`src/rtl/serial_command_slave_macros.svh`:
```
// Assertion helpers for the serial command slave.
`ifndef SERIAL_COMMAND_SLAVE_MACROS_SVH
`define SERIAL_COMMAND_SLAVE_MACROS_SVH

`ifndef SYNTHESIS

// Antecedent implies consequent in the same cycle.
`define SCS_ASSERT_SAME(label, clk, rst, ante, cons) \
  label: assert property (@(posedge clk) disable iff (rst) (ante) |-> (cons)) \
    else $error("serial_command_slave: check failed");

// Antecedent implies consequent in the next cycle.
`define SCS_ASSERT_NEXT(label, clk, rst, ante, cons) \
  label: assert property (@(posedge clk) disable iff (rst) (ante) |=> (cons)) \
    else $error("serial_command_slave: check failed");

`else

`define SCS_ASSERT_SAME(label, clk, rst, ante, cons)
`define SCS_ASSERT_NEXT(label, clk, rst, ante, cons)

`endif

`endif

```
`src/rtl/scs_pkg.sv`:
```
`default_nettype none

package scs_pkg;

  localparam int FRAME_BYTES = 6;
  localparam int POS_W       = $clog2(FRAME_BYTES);
  localparam int COUNT_W     = $clog2(FRAME_BYTES + 1);

  localparam logic [7:0] CMD_HELLO   = 8'h00;
  localparam logic [7:0] CMD_RED     = 8'h10;
  localparam logic [7:0] CMD_YELLOW  = 8'h12;
  localparam logic [7:0] CMD_BUTTON1 = 8'h30;
  localparam logic [7:0] CMD_BUTTON2 = 8'h32;
  localparam logic [7:0] CMD_LOAD    = 8'h40;
  localparam logic [7:0] CMD_TEMP    = 8'h42;

  typedef struct packed {
    logic [FRAME_BYTES-1:0][7:0] bytes;
    logic                        red;
    logic                        yellow;
  } reply_t;

endpackage

`default_nettype wire

```
`src/rtl/scs_tx.sv`:
```
`default_nettype none

module scs_tx (
  input  wire logic            clk,
  input  wire logic            rst,
  input  wire logic            load,
  input  wire scs_pkg::reply_t reply,
  input  wire logic            out_ready,
  output logic                 out_valid,
  output logic [7:0]           tx_byte,
  output logic                 last_byte,
  output logic                 red_led,
  output logic                 yellow_led
);

  logic [scs_pkg::FRAME_BYTES-1:0][7:0] bytes;
  logic [scs_pkg::COUNT_W-1:0]          beats_left;
  logic                                 out_fire;

  assign out_valid  = (beats_left != '0);
  assign out_fire   = out_valid && out_ready;
  assign tx_byte    = bytes[0];
  assign last_byte  = (beats_left == scs_pkg::COUNT_W'(1));

  always_ff @(posedge clk) begin
    if (rst) begin
      beats_left <= '0;
    end else if (load) begin
      beats_left <= scs_pkg::COUNT_W'(scs_pkg::FRAME_BYTES);
    end else if (out_fire) begin
      beats_left <= beats_left - scs_pkg::COUNT_W'(1);
    end
  end

  // reply shifts down one byte per beat
  always_ff @(posedge clk) begin
    if (load) begin
      bytes      <= reply.bytes;
      red_led    <= reply.red;
      yellow_led <= reply.yellow;
    end else if (out_fire) begin
      bytes <= {8'h00, bytes[scs_pkg::FRAME_BYTES-1:1]};
    end
  end

endmodule

`default_nettype wire

```
`src/rtl/serial_command_slave.sv`:
```
// Channel  Handshake              Payload
// in       in_valid / in_ready    action, rx_byte, button levels, cpu load and temp
// out      out_valid / out_ready  tx_byte, last_byte, red_led, yellow_led
// cfg      cfg_valid / cfg_ready  cfg_data (device_id)
//
// One input beat per cycle; a beat that completes a good frame starts a
// six-beat reply on the next cycle, one byte per cycle when out_ready is high.
// The reply buffer drains while new frame bytes keep arriving; only the
// sixth byte of the next frame (or a timeout at that point) waits for it.
// rst is synchronous: clears frame position, sum, LED state and device_id.
// cfg_ready is always high. The red_led and yellow_led outputs are not reset.
`default_nettype none

`include "serial_command_slave_macros.svh"

module serial_command_slave (
  input  wire logic       clk,
  input  wire logic       rst,
  input  wire logic       in_valid,
  output logic            in_ready,
  input  wire logic       action,
  input  wire logic [7:0] rx_byte,
  input  wire logic       button_one_level,
  input  wire logic       button_two_level,
  input  wire logic [7:0] cpu_load_value,
  input  wire logic [7:0] cpu_temp_value,
  output logic            out_valid,
  input  wire logic       out_ready,
  output logic [7:0]      tx_byte,
  output logic            last_byte,
  output logic            red_led,
  output logic            yellow_led,
  input  wire logic       cfg_valid,
  output logic            cfg_ready,
  input  wire logic [7:0] cfg_data
);

  localparam logic [scs_pkg::POS_W-1:0] LAST_POS = scs_pkg::POS_W'(scs_pkg::FRAME_BYTES - 1);

  logic [7:0]                frame_store [scs_pkg::FRAME_BYTES-1];
  logic [scs_pkg::POS_W-1:0] byte_position;
  logic [7:0]                running_sum;
  logic                      red_on;
  logic                      yellow_on;
  logic                      red_next;
  logic                      yellow_next;
  logic [7:0]                device_id;

  logic            in_fire;
  logic            at_last;
  logic            frame_ok;
  logic            known;
  logic [7:0]      data;
  logic            load;
  scs_pkg::reply_t reply;

  assign cfg_ready = 1'b1;
  assign at_last   = (byte_position == LAST_POS);
  assign in_ready  = !at_last || !out_valid;
  assign in_fire   = in_valid && in_ready;
  assign frame_ok  = (rx_byte == running_sum) && (frame_store[1] == device_id);

  always_comb begin
    known       = 1'b1;
    data        = 8'h00;
    red_next    = red_on;
    yellow_next = yellow_on;
    case (frame_store[2])
      scs_pkg::CMD_HELLO:   data = 8'h00;
      scs_pkg::CMD_RED:     red_next = (frame_store[4] != 8'h00);
      scs_pkg::CMD_YELLOW:  yellow_next = (frame_store[4] != 8'h00);
      scs_pkg::CMD_BUTTON1: data = {7'd0, !button_one_level};
      scs_pkg::CMD_BUTTON2: data = {7'd0, !button_two_level};
      scs_pkg::CMD_LOAD:    data = cpu_load_value;
      scs_pkg::CMD_TEMP:    data = cpu_temp_value;
      default:              known = 1'b0;
    endcase
  end

  assign load = in_fire && !action && at_last && frame_ok && known;

  always_comb begin
    reply.bytes[0] = frame_store[1];
    reply.bytes[1] = frame_store[0];
    reply.bytes[2] = frame_store[2] + 8'd1;
    reply.bytes[3] = 8'h00;
    reply.bytes[4] = data;
    reply.bytes[5] = frame_store[1] + frame_store[0] + frame_store[2] + 8'd1 + data;
    reply.red      = red_next;
    reply.yellow   = yellow_next;
  end

  always_ff @(posedge clk) begin
    if (rst) begin
      byte_position <= '0;
      running_sum   <= '0;
      red_on        <= 1'b0;
      yellow_on     <= 1'b0;
      device_id     <= '0;
    end else begin
      if (cfg_valid) begin
        device_id <= cfg_data;
      end
      if (in_fire) begin
        if (action || at_last) begin
          byte_position <= '0;
          running_sum   <= '0;
        end else begin
          byte_position <= byte_position + scs_pkg::POS_W'(1);
          running_sum   <= running_sum + rx_byte;
        end
        if (load) begin
          red_on    <= red_next;
          yellow_on <= yellow_next;
        end
      end
    end
  end

  always_ff @(posedge clk) begin
    if (in_fire && !action && !at_last) begin
      frame_store[byte_position] <= rx_byte;
    end
  end

  scs_tx u_tx (
    .clk        (clk),
    .rst        (rst),
    .load       (load),
    .reply      (reply),
    .out_ready  (out_ready),
    .out_valid  (out_valid),
    .tx_byte    (tx_byte),
    .last_byte  (last_byte),
    .red_led    (red_led),
    .yellow_led (yellow_led)
  );

  // the closing byte of a frame only enters with the reply buffer empty
  `SCS_ASSERT_SAME(a_close_needs_free_buf, clk, rst, in_fire && at_last, !out_valid)
  // after the last beat the buffer is empty
  `SCS_ASSERT_NEXT(a_last_empties, clk, rst, out_valid && out_ready && last_byte, !out_valid)
  // position never runs past the closing byte
  `SCS_ASSERT_SAME(a_pos_range, clk, rst, 1'b1, byte_position <= LAST_POS)

endmodule

`default_nettype wire

```
`config.mk`:
```
export PLATFORM = sky130hd
export DESIGN_NAME = serial_command_slave
export DESIGN_NICKNAME = d
export VERILOG_FILES = /design/src/rtl/scs_pkg.sv /design/src/rtl/scs_tx.sv /design/src/rtl/serial_command_slave.sv
export VERILOG_INCLUDE_DIRS = /design/src /design/src/rtl
export SDC_FILE = /design/constraint.sdc
export NUM_CORES = 1
export LEC_CHECK = 0
export ABC_AREA = 1
export BUFFER_PORTS_ARGS = -buffer_cell sky130_fd_sc_hd__buf_2
export CAP_MARGIN = 15
export CORE_ASPECT_RATIO = 0.8
export CORE_UTILIZATION = 25
export CTS_CLUSTER_DIAMETER = 120
export DETAILED_ROUTE_END_ITERATION = 8
export PLACE_DENSITY = 0.52
export REMOVE_ABC_BUFFERS = 1
export SYNTH_ARGS = -nofsm -noshare
export SYNTH_HDL_FRONTEND = slang
export SYNTH_SLANG_ARGS = --single-unit
```
`constraint.sdc`:
```
create_clock -name clk -period 4.3 [get_ports clk]
set_clock_uncertainty 0.15 [all_clocks]
set_input_delay 0.645 -clock clk [delete_from_list [all_inputs] [get_ports clk]]
set_output_delay 0.645 -clock clk [all_outputs]
set_load 0.03 [all_outputs]
```
==> flow_metrics.py <==
metrics = {
    "logic_synthesis": {
        "yosys_warnings": 0,
        "netlist_area_um2": 5800,
        "syn_area_per_cell_um2": 8.56,
        "yosysSeqAreaShare_pct": 49.4,
        "synth_edf_count": 74,
        "synthArstFlopShare_pct": 0,
        "ys.flop_type": "edfxtp_1",
        "synth_cell_type_count": 34,
        "netlist_instances": 678,
        "ys_ff_latch": 106,
    },
    "clock_network": {
        "root_buffer": "clkbuf_16",
        "post-cts-setup-buffers": 0,
        "htree_levels": 3,
        "cts.repair.resized": 0,
        "cts_buffers": 9,
        "cts_buffer_depth": 2,
        "insertion_delay_ps": 350,
        "path_clk_slew_ps": 80,
        "cts_tree": "built",
        "cts_sinks": 106,
        "cts_hold_buf": 0,
    },
    "sta": {
        "rsz0062_at_grt": "false",
        "tns_ps": 0,
        "setup_viol": 0,
        "hold_violations": 0,
        "final.min_clock_period_ps": 3940,
        "slew_headroom_pct": 34.5,
        "slew_viol_final": 0,
        "worstMarginPinSlew_ps": 976,
        "fmax_ghz": 0.254,
        "post-route-period-util_pct": 91.7,
    },
    "setup_path": {
        "worst_setup_path_end_kind": "flip-flop",
        "ff2ff_path_depth": 18,
        "reg2reg_to": "u_tx.bytes[47]$_DFFE_PP_",
        "path_max_fanout": 7,
        "reg2reg_from": "frame_store[2][0]$_DFFE_PP_",
        "critPathCapture": "u_tx.bytes[47]$_DFFE_PP_",
        "cp.arrival_ps": 3900,
        "crit_start": "frame_store[2][0]$_DFFE_PP_",
        "regToRegSetupSlack_ps": 360,
        "critPathKind": "reg2reg",
        "worst_setup_path_start_kind": "flip-flop",
        "cp.required_ps": 4260,
    },
    "route": {
        "drt_iter0_drc": 333,
        "wl_per_cell_um": 14.0,
        "drc": 0,
        "vias": 4388,
        "first_pass_iters": 5,
        "routed_wl_um": 14500,
        "ant_nets": 0,
        "via_per_inst": 4.24,
    },
    "power": {
        "power_uw": 3000,
        "cellPowerDensity_nw_per_um2": 451,
        "irDropWorstVdd_uv": 185,
        "p_leak_uw": 0.00315,
    },
    "cells_and_area": {
        "diodes": 0,
        "num-fill-cells": 2430,
        "drive_gt1_share_pct": 12.9,
        "final_core_util_pct": 29.4,
        "layout_common_cells": "nand2_1, inv_1, edfxtp_1",
        "area_growth_pct": 14.6,
        "final_common_cell": "nand2_1",
        "nets": 800,
    },
    "placement": {
        "portBuffers": 52,
        "hpwl_um": 10900,
        "gp_congestion": 0.897,
    },
    "grt": {
        "grt_overflow": 0,
        "grt_use_total_pct": 12.7,
        "grt_pass1_vias": 4065,
        "grt_max_degree": 45,
        "antenna_found_initial": 1,
        "grt_first_pass_wirelength_um": 22700,
    },
    "floorplanning": {
        "die_y_um": 138,
        "die_width_um": 172,
        "ioPinCount": 54,
        "coreArea_um2": 22600,
        "initial_core_util_pct": 25.6,
        "dieArea_um2": 23800,
        "num_rows": 49,
    },
    "job": {
        "maxCapViolations": 0,
    },
    "worst_hold_path": {
        "hp-class": "reg2reg",
    },
    "outcome": {
        "outcome": "complete, no violations",
    },
}
[final cells by class]
| type | count | area, um2 | area share (%) |
|---|---|---|---|
| repair buffers | 59 | 338 | 5.08 |
| clock inverters | 5 | 36.3 | 0.546 |
| inverters | 122 | 458 | 6.89 |
| flip-flops and latches | 106 | 2860 | 43.1 |
| clock buffers | 11 | 243 | 3.65 |
| well taps | 306 | 383 | 5.76 |
| multi-input cells | 425 | 2330 | 35.0 |
[Yosys cell counts (2+ instances only)]
cell	instances	area, um2
nand2_1	192	721
inv_1	112	420
edfxtp_1	74	2220
nor2_1	48	180
dfxtp_1	32	641
o21ai_1	31	155
a21oi_1	28	140
ha_1	22	275
nand3_1	22	110
o21ai_0	22	110
fa_1	15	300
buf_4	13	97.6
nor3_1	11	55.1
inv_2	9	33.8
clkbuf_1	6	22.5
nand4_1	6	37.5
xor2_1	6	52.6
xnor2_1	4	35.0
buf_2	3	15.0
nand3b_1	3	22.5
nor2_2	3	18.8
buf_6	2	22.5
o21a_1	2	15.0
or2_2	2	12.5
[sequential cells by signal, summed over array words and instances (netlist names)]
register and count:
yellow_on 1, device_id 8, u_tx.beats_left 3, u_tx.yellow_led 1, frame_store 32, u_tx.bytes 40
u_tx.tx_byte 8, red_on 1, byte_position 3, running_sum 8, u_tx.red_led 1
[metal layers]
metal  up-vias  global-route usage (%)  wire (um)
met2       107                    17.6       5930
met5         -                       0          0
li1       2227                       -          -
met3         2                    2.55        708
met1      2052                    20.2       7820
met4         0                    2.10         27
[where the power goes]
group | leakage [uW] | internal, uW | switching, uW | total [uW]
Sequential | 0.000953 | 1340 | 62.7 | 1400
Combinational | 0.00206 | 245 | 541 | 786
Clock | 0.000138 | 414 | 399 | 813
[per-stage QoR]
stage / hold WS, ps / area (um2) / cells / setup slack [ps]
2_1_floorplan: 293 / 5640 / 653 / 539
3_3_place_gp: 310 / 6370 / 1018 / 438
3_5_place_dp: 312 / 6370 / 1018 / 376
4_1_cts: 324 / 6650 / 1034 / 362
5_1_grt: 339 / 6650 / 1034 / 17.3
6_report: 323 / 6650 / 1034 / 356
[critical path, stage by stage, from the launching register on]
cell and delay (ps):
edfxtp_1 390, inv_1 180, ha_1 200, nand3_1 180, nor2_1 140, buf_4 160
nand2_1 50, nand2_1 80, inv_1 60, fa_1 510, fa_1 410, inv_1 70
ha_1 180, inv_1 60, fa_1 420, nor3_1 220, nor2_1 90, nor2_1 110
nor2_1 50
[worst min-delay path by stage]
| stage | startpoint | to | slack [ps] | cells past startpoint |
|---|---|---|---|---|
| final | running_sum[5]$_SDFFE_PP0P_ | running_sum[5]$_SDFFE_PP0P_ | 320 | 2 |
| after global routing | running_sum[3]$_SDFFE_PP0P_ | running_sum[3]$_SDFFE_PP0P_ | 340 | 2 |
| after CTS | running_sum[5]$_SDFFE_PP0P_ | running_sum[5]$_SDFFE_PP0P_ | 320 | 2 |
| after detailed placement | running_sum[5]$_SDFFE_PP0P_ | running_sum[5]$_SDFFE_PP0P_ | 310 | 2 |
| after global placement | running_sum[3]$_SDFFE_PP0P_ | running_sum[3]$_SDFFE_PP0P_ | 310 | 2 |
| after floorplan | running_sum[0]$_SDFFE_PP0P_ | running_sum[0]$_SDFFE_PP0P_ | 290 | 2 |
[logic make-up after synthesis]
family	after synthesis	synth area share, %
flip-flops	106	49.4
other	1	0.0646
AO/OA/AOI/OAI	86	7.72
buffers and inverters	147	10.7
adder cells (fa/ha/maj)	37	9.92
AND/OR/NAND/NOR	291	20.8
XOR/XNOR	10	1.51
(Power assumes the default switching activity.)
